## src/hw/rtl/ltg_pkg.sv

```systemverilog
// ----------------------------------------------------------------------------
// ltg_pkg: shared types and constants of the gray 3D table interpolator
// Operation codes, fixed field widths and scaling constants.
// ----------------------------------------------------------------------------
package ltg_pkg;

    // operation codes of one request
    localparam logic OP_LOAD  = 1'b0;
    localparam logic OP_PIXEL = 1'b1;

    localparam int BYTE_W   = 8;
    localparam int ENTRY_W  = 16;
    // sum of the three Q2.14 colours of one entry
    localparam int SUM_W    = ENTRY_W + 2;
    localparam int FRAC_W   = 8;
    // one axis weight, 0..256
    localparam int WGT_W    = FRAC_W + 1;
    // product of two weights, 0..2^16
    localparam int W2_W     = 2 * FRAC_W + 1;
    // product of three weights, 0..2^24
    localparam int W3_W     = 3 * FRAC_W + 1;
    // signed sum times weight, and the corner total
    localparam int PROD_W   = 44;

    localparam logic [BYTE_W-1:0] BYTE_MAX   = 8'd255;
    localparam logic [WGT_W-1:0]  FRAC_ONE   = 9'd256;
    // 255 / 3: gray scale on the channel average
    localparam logic [6:0]        GRAY_SCALE = 7'd85;
    localparam int                GRAY_SHIFT = 38;
    // three times one in Q.38
    localparam logic signed [PROD_W-1:0] TOTAL_LIMIT = 44'sh0C000000000;

endpackage

```

## src/hw/rtl/ltg_axis.sv

```systemverilog
// ----------------------------------------------------------------------------
// ltg_axis: maps one channel byte onto a cube axis
// Two stages: byte times (side - 1), then quotient and remainder by 255.
// ----------------------------------------------------------------------------
module ltg_axis #(
    parameter int MAX_SIDE = 33
) (
    input  logic                                  clk,
    input  logic [$clog2(MAX_SIDE+1)-1:0]         side_m1,
    input  logic [ltg_pkg::BYTE_W-1:0]            pixel,
    output logic [$clog2(MAX_SIDE)-1:0]           lo_reg,
    output logic [$clog2(MAX_SIDE)-1:0]           hi_reg,
    output logic [ltg_pkg::FRAC_W-1:0]            frac_reg
);

    localparam int SW = $clog2(MAX_SIDE + 1);
    localparam int CW = $clog2(MAX_SIDE);
    localparam int PW = ltg_pkg::BYTE_W + SW;

    logic [PW-1:0]   prod_reg;
    logic [PW+1:0]   inc;
    logic [PW+1:0]   quot;
    logic [CW-1:0]   base;
    logic [PW+7:0]   base_x;
    logic [PW+7:0]   rem;

    // scale the byte
    always_ff @(posedge clk)
    begin
        prod_reg <= PW'(pixel * side_m1);
    end

    // divide by 255: floor(x/255) = ((x+1) + ((x+1) >> 8)) >> 8
    always_comb
    begin
        inc    = (PW+2)'(prod_reg) + (PW+2)'(1);
        quot   = (inc + (inc >> 8)) >> 8;
        base   = quot[CW-1:0];
        base_x = (PW+8)'(base) * (PW+8)'(ltg_pkg::BYTE_MAX);
        rem    = (PW+8)'(prod_reg) - base_x;
    end

    // remainder below 255 is already the Q0.8 fraction; clamp the upper corner
    always_ff @(posedge clk)
    begin
        lo_reg   <= base;
        hi_reg   <= ((SW)'(base) == side_m1) ? base : base + CW'(1);
        frac_reg <= rem[ltg_pkg::FRAC_W-1:0];
    end

endmodule

```

## config.mk

```make
export PLATFORM = sky130hd
export DESIGN_NAME = ltg_axis
export DESIGN_NICKNAME = d
export VERILOG_FILES = /design/src/hw/rtl/ltg_pkg.sv /design/src/hw/rtl/ltg_axis.sv
export SDC_FILE = /design/constraint.sdc
export NUM_CORES = 1
export LEC_CHECK = 0
export BUFFER_PORTS_ARGS = -buffer_cell sky130_fd_sc_hd__buf_2
export CAP_MARGIN = 20
export CELL_PAD_IN_SITES_DETAIL_PLACEMENT = 1
export CELL_PAD_IN_SITES_GLOBAL_PLACEMENT = 2
export CORE_ASPECT_RATIO = 0.5
export CORE_MARGIN = 10
export CORE_UTILIZATION = 39
export CTS_BUF_LIST = sky130_fd_sc_hd__clkbuf_2 sky130_fd_sc_hd__clkbuf_4 sky130_fd_sc_hd__clkbuf_8
export CTS_CLUSTER_DIAMETER = 150
export DETAILED_ROUTE_END_ITERATION = 6
export GPL_TIMING_DRIVEN = 0
export PLACE_DENSITY_LB_ADDON = 0.1
export SLEW_MARGIN = 20
export SYNTH_ARGS = -nofsm -noshare
export SYNTH_HDL_FRONTEND = slang
export SYNTH_SLANG_ARGS = --single-unit
```

## constraint.sdc

```tcl
create_clock -name clk -period 9.52 [get_ports clk]
set_clock_uncertainty 0.2 [all_clocks]
set_input_delay 1.428 -clock clk [delete_from_list [all_inputs] [get_ports clk]]
set_output_delay 1.428 -clock clk [all_outputs]
set_load 0.01 [all_outputs]
```

==> flow_summary.html, run 1 <==
<table>
<tr><th>Metric</th><th>Value</th></tr>
<tr><th colspan="2">Place</th></tr>
<tr><td>Routability congestion estimate</td><td>0.886</td></tr>
<tr><td>Detailed-placement wirelength estimate</td><td>approximately 7.9 mm</td></tr>
<tr><td>Count of input and output buffers</td><td>31</td></tr>
<tr><th colspan="2">Die</th></tr>
<tr><td>Number of placement rows</td><td>25</td></tr>
<tr><td>Overall die area</td><td>approximately 15000 um2</td></tr>
<tr><td>Number of I/O pins</td><td>35</td></tr>
<tr><td>Y dimension of the die</td><td>approximately 90 um</td></tr>
<tr><td>Initial cell density of the core</td><td>0.405</td></tr>
<tr><td>Area of the core region</td><td>9570 um2</td></tr>
<tr><td>Die boundary width</td><td>161 um</td></tr>
<tr><th colspan="2">Logic synthesis</th></tr>
<tr><td>Top_reg_cell synth</td><td>dfxtp_1</td></tr>
<tr><td>Asr flop ratio synth</td><td>0</td></tr>
<tr><td>Ys Warns</td><td>0</td></tr>
<tr><td>Post-synth net total</td><td>526</td></tr>
<tr><td>Number of instances in the synthesized netlist</td><td>429</td></tr>
<tr><td>Average size of a mapped cell</td><td>9.04 um2</td></tr>
<tr><td>Post-synth EDFFs</td><td>0</td></tr>
<tr><td>Synthesized cell area</td><td>3880 um2</td></tr>
<tr><td>Fraction of the yosys area taken by sequential cells</td><td>0.176</td></tr>
<tr><td>Post-synth cell types</td><td>58</td></tr>
<tr><td>Total of flip-flops plus latches after synthesis</td><td>34</td></tr>
<tr><th colspan="2">Clock network</th></tr>
<tr><td>CTS sink count</td><td>34</td></tr>
<tr><td>Clock latency on the worst-skew pair</td><td>0.27 ns</td></tr>
<tr><td>Clock root buffer master</td><td>clkbuf_8</td></tr>
<tr><td>Clk pin slew, worst setup/hold paths</td><td>0.08 ns</td></tr>
<tr><td>H-Tree Depth</td><td>2</td></tr>
<tr><td>Number of setup buffers added after CTS</td><td>0</td></tr>
<tr><td>Buffer depth of the longest clock path</td><td>2</td></tr>
<tr><td>Clock tree from TritonCTS</td><td>built</td></tr>
<tr><td>Hold-fix buffers at CTS</td><td>0</td></tr>
<tr><td># resized after CTS</td><td>0</td></tr>
<tr><td>Clock buffers created by TritonCTS</td><td>5</td></tr>
<tr><th colspan="2">Cells and area</th></tr>
<tr><td>NumNets Final</td><td>564</td></tr>
<tr><td>Diode count</td><td>0</td></tr>
<tr><td>Flip-flop count of the largest register after layout</td><td>14</td></tr>
<tr><td>Fraction of the core area covered by cells at the end of the flow</td><td>0.449</td></tr>
<tr><td>Share of cells above drive strength 1</td><td>0.135</td></tr>
<tr><td>Commonest non-fill, non-tap cell in the layout</td><td>inv_1</td></tr>
<tr><td>Area overhead of the layout relative to synthesis</td><td>10.8%</td></tr>
<tr><td>Most frequent cells in the layout</td><td>inv_1 (68), ha_1 (47), nand2_1 (37)</td></tr>
<tr><th colspan="2">Critical path</th></tr>
<tr><td>Startpoint class of the critical path</td><td>register</td></tr>
<tr><td>Slowest-stage cell, CP</td><td>dfxtp_1</td></tr>
<tr><td>Arr. time, crit path</td><td>approximately 8.0 ns</td></tr>
<tr><td>Kind of capture point of the worst setup path</td><td>register</td></tr>
<tr><td>Critical path data required time</td><td>roughly 9.5 ns</td></tr>
<tr><td>Cell mode on critical path</td><td>inv_1</td></tr>
<tr><td>Delay of the slowest critical-path stage</td><td>0.56 ns</td></tr>
<tr><td>Crit Path Category</td><td>reg2reg</td></tr>
<tr><td>CP Max Fanout</td><td>8</td></tr>
<tr><th colspan="2">STA</th></tr>
<tr><td>Fin. max-slew vios</td><td>0</td></tr>
<tr><td>Final number of setup-violating endpoints</td><td>0</td></tr>
<tr><td>Worst slew slack as a fraction of its limit</td><td>0.370</td></tr>
<tr><td>Crit share post-route</td><td>0.839</td></tr>
<tr><td>Min Clock Period, post-route</td><td>7.99 ns</td></tr>
<tr><td>Maximum operating frequency</td><td>0.125 GHz</td></tr>
<tr><td>TNS Setup</td><td>0 ns</td></tr>
<tr><td>Tightest Pin Transition</td><td>0.939 ns</td></tr>
<tr><td>Setup repair after global routing missed its margin</td><td>no</td></tr>
<tr><td>Final Hold Viols</td><td>0</td></tr>
<tr><th colspan="2">Hold path</th></tr>
<tr><td>Worst Hold Class</td><td>reg2reg</td></tr>
<tr><th colspan="2">Drt</th></tr>
<tr><td>DR vias</td><td>3025</td></tr>
<tr><td>Residual antenna-violating net count after detailed routing</td><td>0</td></tr>
<tr><td>DRT Pass-1 Iters</td><td>4</td></tr>
<tr><td>Drt first-iter violations</td><td>94</td></tr>
<tr><td>Via density per instance</td><td>~5.0</td></tr>
<tr><td>Average detailed-routed wire length per instance</td><td>15.4 um</td></tr>
<tr><td>Residual DRC count</td><td>0</td></tr>
<tr><td>Final wirelength</td><td>9.27 mm</td></tr>
<tr><th colspan="2">Status</th></tr>
<tr><td>Outcome</td><td>complete, no violations</td></tr>
<tr><th colspan="2">Global route</th></tr>
<tr><td>Number of global-route vias before repair</td><td>3301</td></tr>
<tr><td>Antenna violations before repair</td><td>0</td></tr>
<tr><td>Total Routing Usage GR</td><td>0.129</td></tr>
<tr><td>Pin count of the biggest net entering global routing</td><td>11</td></tr>
<tr><td>Global-route wire length before repair</td><td>16.0 mm</td></tr>
<tr><td>Leftover overflow at the end of global routing</td><td>0</td></tr>
<tr><th colspan="2">Job</th></tr>
<tr><td>Max Cap Violations</td><td>0</td></tr>
</table>
cells in the mapped netlist, types with 2 or more instances:
master    instances  area share
a21o_1            5      0.0097
xor2_1           11       0.025
ha_1             47        0.15
nor2_1            9      0.0087
xor2_2            2      0.0084
nand4_1           3      0.0048
buf_6             2      0.0058
nor4_1            3      0.0048
mux2i_1           3      0.0077
nand2_1          37       0.036
a31oi_1           4      0.0065
fa_1             35        0.18
buf_2             4      0.0052
dfxtp_1          34        0.18
nor2b_1           4      0.0065
and4b_1           2      0.0052
inv_1            68       0.066
o21ai_0           8       0.010
clkbuf_1          9      0.0087
xnor2_1          36       0.081
a21oi_1          18       0.023
nand3_1           8       0.010
o21bai_1          7       0.014
nor3_1            4      0.0052
a211oi_1          2      0.0039
and4_1            2      0.0045
and3_1            2      0.0032
and2_1           23       0.037
o21a_1            4      0.0077
nand2b_1          5      0.0081
path summary, 6_finish.rpt:
| path | startpoint | endpoint | slack, ns | cells past startpoint |
|---|---|---|---|---|
| worst min-delay path | prod_reg[1] | frac_reg[0] | 0.46 | 1 |
| worst max register to register | prod_reg[1] | frac_reg[7] | 1.53 | 29 |
| worst max-delay path | prod_reg[1] | frac_reg[7] | 1.53 | 29 |
| worst min register to register | prod_reg[1] | frac_reg[0] | 0.46 | 1 |
kinds of logic after synthesis:
| logic type | synth area share |
|---|---|
| simple gates | 0.162 |
| xor+xnor | 0.119 |
| buf+inv | 0.0884 |
| mux | 0.0145 |
| flops | 0.176 |
| fa+ha+maj | 0.332 |
| compound gates | 0.108 |
worst max-delay path: cells and delay by family, from the launching register on:
family / cells / cell delay [ns]
XOR/XNOR: 3 / 0.82
buffers and inverters: 7 / 0.92
flip-flops: 1 / 0.56
AO/OA/AOI/OAI: 7 / 1.58
adder cells (fa/ha/maj): 7 / 2.79
multiplexers: 1 / 0.21
AND/OR/NAND/NOR: 4 / 0.78
metrics by stage:
stage                     cells  setup WS, ns  cell area (um2)  hold slack [ns]
after floorplan             429          2.79             3880            0.337
after global placement      595          1.87             4200            0.438
after detailed placement    595          1.51             4200            0.464
after CTS                   603          1.47             4300            0.474
after global routing        603          1.00             4300            0.521
final                       603          1.53             4300            0.458
routing by layer:
metal,global-route usage,wire [um]
met1,0.158,4300
met5,0,0
met4,0.0271,83
met3,0.0259,275
met2,0.229,4610
area by class of cell:
cell class,instances,area (um2)
multi-input combinational,310,2850
buffer,16,83.8
sequential,34,681
inverter,69,259
fill,1169,5280
clock inverter,1,5.00
clock buffer,7,90.1
tap,135,169
timing repair buffer,31,155
Power of run 1 is left out: the tool's default activity adds up to more than one toggle a clock period on the data nets, which glitch-free logic cannot reach.
==> inputs of run 2 (changes only) <==
--- a/config.mk
+++ b/config.mk
@@ -5,13 +5,14 @@
 export SDC_FILE = /design/constraint.sdc
 export NUM_CORES = 1
 export LEC_CHECK = 0
+export ABC_AREA = 1
 export BUFFER_PORTS_ARGS = -buffer_cell sky130_fd_sc_hd__buf_2
 export CAP_MARGIN = 20
 export CELL_PAD_IN_SITES_DETAIL_PLACEMENT = 1
 export CELL_PAD_IN_SITES_GLOBAL_PLACEMENT = 2
 export CORE_ASPECT_RATIO = 0.5
 export CORE_MARGIN = 10
-export CORE_UTILIZATION = 39
+export CORE_UTILIZATION = 37
 export CTS_BUF_LIST = sky130_fd_sc_hd__clkbuf_2 sky130_fd_sc_hd__clkbuf_4 sky130_fd_sc_hd__clkbuf_8
 export CTS_CLUSTER_DIAMETER = 150
 export DETAILED_ROUTE_END_ITERATION = 6
==> constraint.sdc (replaced) <==
create_clock -name clk -period 8.3 [get_ports clk]
set_clock_uncertainty 0.2 [all_clocks]
set_input_delay 1.245 -clock clk [delete_from_list [all_inputs] [get_ports clk]]
set_output_delay 1.245 -clock clk [all_outputs]
set_load 0.01 [all_outputs]
==> run 2 against run 1 <==
Utilization is 3.0 points lower. Critical path depth rose by 2. Synthesized cell count increased by 33%. Via count is 18% higher. First-iteration DRC count grew 44%. Count of clock-buffer cells in the layout decreased by 2. Global-route usage hardly changed. Design area grew 8.0%. Register-to-register slack improved by 0.31 ns. Maximum frequency increased by 24%.
==> flow_summary.html, run 2 <==
<table>
<tr><th>Metric</th><th>Value</th></tr>
<tr><th colspan="2">Clock network</th></tr>
<tr><td>Clock latency on the worst-skew pair</td><td>0.29 ns (+0.02 ns)</td></tr>
<tr><td>Clock root buffer master</td><td>clkbuf_8</td></tr>
<tr><td>Buffer depth of the longest clock path</td><td>2 (unchanged)</td></tr>
<tr><td>Number of setup buffers added after CTS</td><td>0 (unchanged)</td></tr>
<tr><td>Clk pin slew, worst setup/hold paths</td><td>0.07 ns (about the same)</td></tr>
<tr><td>CTS sink count</td><td>34 (unchanged)</td></tr>
<tr><td>Clock buffers created by TritonCTS</td><td>5 (unchanged)</td></tr>
<tr><td>Clock tree from TritonCTS</td><td>built</td></tr>
<tr><td>H-Tree Depth</td><td>2 (unchanged)</td></tr>
<tr><td># resized after CTS</td><td>0 (unchanged)</td></tr>
<tr><td>Hold-fix buffers at CTS</td><td>0 (unchanged)</td></tr>
<tr><th colspan="2">Critical path</th></tr>
<tr><td>Critical path data required time</td><td>8.32 ns (-1.17 ns)</td></tr>
<tr><td>Top Family by Delay on Critical Path</td><td>adder cells</td></tr>
<tr><td>Crit. Startpoint</td><td>prod_reg[1]</td></tr>
<tr><td>CP Max Fanout</td><td>7 (-1)</td></tr>
<tr><td>Count of buffering cells on the critical path with inverters included</td><td>7 (unchanged)</td></tr>
<tr><td>Worst reg-to-reg setup slack</td><td>1.84 ns (+0.31 ns)</td></tr>
<tr><td>Reg2Reg Capture Point</td><td>frac_reg[7]</td></tr>
<tr><td>Crit Path Category</td><td>reg2reg</td></tr>
<tr><td>Arr. time, crit path</td><td>6.48 ns (-1.48 ns)</td></tr>
<tr><td>Slowest-stage cell, CP</td><td>dfxtp_1</td></tr>
<tr><td>Kind of capture point of the worst setup path</td><td>register</td></tr>
<tr><td>Startpoint class of the critical path</td><td>register</td></tr>
<tr><td>Cell mode on critical path</td><td>nand2_1</td></tr>
<tr><td>Worst reg2reg path startpoint</td><td>prod_reg[1]</td></tr>
<tr><td>Delay of the slowest critical-path stage</td><td>0.55 ns (about the same)</td></tr>
<tr><td>Worst reg-to-reg path cell count</td><td>31 (+6.9%)</td></tr>
<tr><th colspan="2">Logic synthesis</th></tr>
<tr><td>Asr flop ratio synth</td><td>0 (unchanged)</td></tr>
<tr><td>Post-synth net total</td><td>668 (+27%)</td></tr>
<tr><td>Commonest cells post-synth</td><td>nand2_1 (140), inv_1 (112), ha_1 (47), nand3_1 (36), fa_1 (35)</td></tr>
<tr><td>Number of instances in the synthesized netlist</td><td>571 (+33%)</td></tr>
<tr><td>Top cells by area in the synthesized netlist</td><td>fa_1 (17%), dfxtp_1 (16%), ha_1 (14%)</td></tr>
<tr><td>Top_reg_cell synth</td><td>dfxtp_1</td></tr>
<tr><td>Fraction of synthesized cell area taken by the top area cell type</td><td>0.165 (-0.0154)</td></tr>
<tr><td>Ys Warns</td><td>0 (unchanged)</td></tr>
<tr><td>Average size of a mapped cell</td><td>7.42 um2 (-18%)</td></tr>
<tr><td>Fraction of the yosys area taken by sequential cells</td><td>0.161 (-0.0150)</td></tr>
<tr><td>Cell taking the most area after synthesis</td><td>fa_1</td></tr>
<tr><td>Post-synth EDFFs</td><td>0 (unchanged)</td></tr>
<tr><td>Post-synth cell types</td><td>36 (-38%)</td></tr>
<tr><td>Total of flip-flops plus latches after synthesis</td><td>34 (unchanged)</td></tr>
<tr><td>Most numerous cell in the Yosys netlist</td><td>nand2_1</td></tr>
<tr><td>Synthesized cell area</td><td>4240 um2 (+9.3%)</td></tr>
<tr><th colspan="2">Global route</th></tr>
<tr><td>Number of global-route vias before repair</td><td>3643 (+10%)</td></tr>
<tr><td>Pin count of the biggest net entering global routing</td><td>11 (unchanged)</td></tr>
<tr><td>Total Routing Usage GR</td><td>0.129 (-0.000155)</td></tr>
<tr><td>Leftover overflow at the end of global routing</td><td>0 (unchanged)</td></tr>
<tr><td>Global-route wire length before repair</td><td>17.2 mm (+7.5%)</td></tr>
<tr><td>Antenna violations before repair</td><td>0 (unchanged)</td></tr>
<tr><th colspan="2">Place</th></tr>
<tr><td>Detailed-placement wirelength estimate</td><td>9.02 mm (+14%)</td></tr>
<tr><td>Routability congestion estimate</td><td>0.809 (-8.8%)</td></tr>
<tr><td>Count of input and output buffers</td><td>28 (-9.7%)</td></tr>
<tr><th colspan="2">Cells and area</th></tr>
<tr><td>Share of cells above drive strength 1</td><td>0.150 (+0.0155)</td></tr>
<tr><td>NumNets Final</td><td>703 (+25%)</td></tr>
<tr><td>Flip-flop count of the largest register after layout</td><td>14 (unchanged)</td></tr>
<tr><td>Diode count</td><td>0 (unchanged)</td></tr>
<tr><td>Area overhead of the layout relative to synthesis</td><td>9.45%</td></tr>
<tr><td>Commonest non-fill, non-tap cell in the layout</td><td>nand2_1</td></tr>
<tr><td>Most frequent cells in the layout</td><td>nand2_1 (140), inv_1 (112), ha_1 (47)</td></tr>
<tr><th colspan="2">STA</th></tr>
<tr><td>Tightest Pin Transition</td><td>0.601 ns (-0.337 ns)</td></tr>
<tr><td>TNS Setup</td><td>0 ns (unchanged)</td></tr>
<tr><td>Min Clock Period, post-route</td><td>6.46 ns (-1.53 ns)</td></tr>
<tr><td>Fin. max-slew vios</td><td>0 (unchanged)</td></tr>
<tr><td>Final Hold Viols</td><td>0 (unchanged)</td></tr>
<tr><td>Maximum operating frequency</td><td>0.155 GHz (+24%)</td></tr>
<tr><td>Crit share post-route</td><td>0.778 (-0.0611)</td></tr>
<tr><td>Setup repair after global routing missed its margin</td><td>no</td></tr>
<tr><td>Worst slew slack as a fraction of its limit</td><td>0.599 (+0.229)</td></tr>
<tr><td>Final number of setup-violating endpoints</td><td>0 (unchanged)</td></tr>
<tr><th colspan="2">Drt</th></tr>
<tr><td>Drt first-iter violations</td><td>135 (+44%)</td></tr>
<tr><td>Residual DRC count</td><td>0 (unchanged)</td></tr>
<tr><td>DRT Pass-1 Iters</td><td>4 (unchanged)</td></tr>
<tr><td>Average detailed-routed wire length per instance</td><td>13.6 um (-12%)</td></tr>
<tr><td>Residual antenna-violating net count after detailed routing</td><td>0 (unchanged)</td></tr>
<tr><td>Via density per instance</td><td>4.75 (-5.3%)</td></tr>
<tr><td>DR vias</td><td>3568 (+18%)</td></tr>
<tr><td>Final wirelength</td><td>10.2 mm (+10%)</td></tr>
<tr><th colspan="2">Die</th></tr>
<tr><td>Overall die area</td><td>16400 um2 (+13%)</td></tr>
<tr><td>Die boundary width</td><td>171 um (+6.4%)</td></tr>
<tr><td>Number of placement rows</td><td>27 (+8.0%)</td></tr>
<tr><td>Number of I/O pins</td><td>35 (unchanged)</td></tr>
<tr><td>Area of the core region</td><td>11100 um2 (+16%)</td></tr>
<tr><td>Y dimension of the die</td><td>95.7 um (+5.7%)</td></tr>
<tr><td>Initial cell density of the core</td><td>0.382 (-0.0225)</td></tr>
<tr><th colspan="2">Status</th></tr>
<tr><td>Outcome</td><td>complete, no violations</td></tr>
<tr><th colspan="2">Hold path</th></tr>
<tr><td>Start point of the worst min-delay path</td><td>prod_reg[1]</td></tr>
<tr><td>Worst Hold Class</td><td>reg2reg</td></tr>
<tr><td>Worst hold path endpoint</td><td>frac_reg[0]</td></tr>
<tr><td>Worst Hold Depth</td><td>1 (unchanged)</td></tr>
<tr><th colspan="2">Job</th></tr>
<tr><td>Max Cap Violations</td><td>0 (unchanged)</td></tr>
</table>
[run 2: cell count changes in the layout (fill, tap and decap cells not counted), moves of 23 or more]
cell and delta:
nand3_1 +28, xnor2_1 -29, and2_1 -23, inv_1 +44, nand2_1 +103
[run 2: kinds of logic after synthesis]
family                   count (synthesis)  synth area share
AO/OA/AOI/OAI                           35            0.0475
AND/OR/NAND/NOR                        256             0.304
flip-flops                              34             0.161
XOR/XNOR                                32            0.0661
adder cells (fa/ha/maj)                 82             0.304
buffers and inverters                  132             0.118
[run 2: worst max-delay path by stage]
stage,to,slack [ns],depth (start not counted)
final,frac_reg[7],1.84,31
after detailed placement,frac_reg[7],1.79,30
after floorplan,frac_reg[7],2.61,31
after global placement,frac_reg[7],1.89,31
after CTS,frac_reg[7],1.77,30
after global routing,frac_reg[7],1.21,32
[run 2: routing by layer]
metal / part of all wire / track usage / wire (um) / vias up
met2: 0.44 / 0.210 / 4520 / 32
met3: 0.031 / 0.0276 / 314 / 6
met4: 0.0089 / 0.0252 / 91 / 0
li1: - / - / - / 1822
met1: 0.52 / 0.174 / 5280 / 1708
met5: 0 / 0 / 0 / -
[run 2: layout make-up]
type,count,area [um2]
clock buffer,5,68.8
fill,1406,6440
buffer,8,33.8
inverter,124,465
clock inverter,2,10.0
tap,145,181
timing repair buffer,28,140
sequential,34,681
multi-input combinational,405,3060
[run 2: metrics by stage]
stage | cell area (um2) | util | instances | hold slack [ns] | setup WS [ns]
6_report | 4640 | 0.419 | 751 | 0.440 | 1.84
5_1_grt | 4640 | 0.419 | 751 | 0.460 | 1.21
4_1_cts | 4640 | 0.419 | 751 | 0.438 | 1.77
3_5_place_dp | 4560 | 0.411 | 744 | 0.436 | 1.79
3_3_place_gp | 4560 | 0.411 | 744 | 0.441 | 1.89
2_1_floorplan | 4240 | - | 571 | 0.351 | 2.61
Power of run 2 is left out for the same reason.
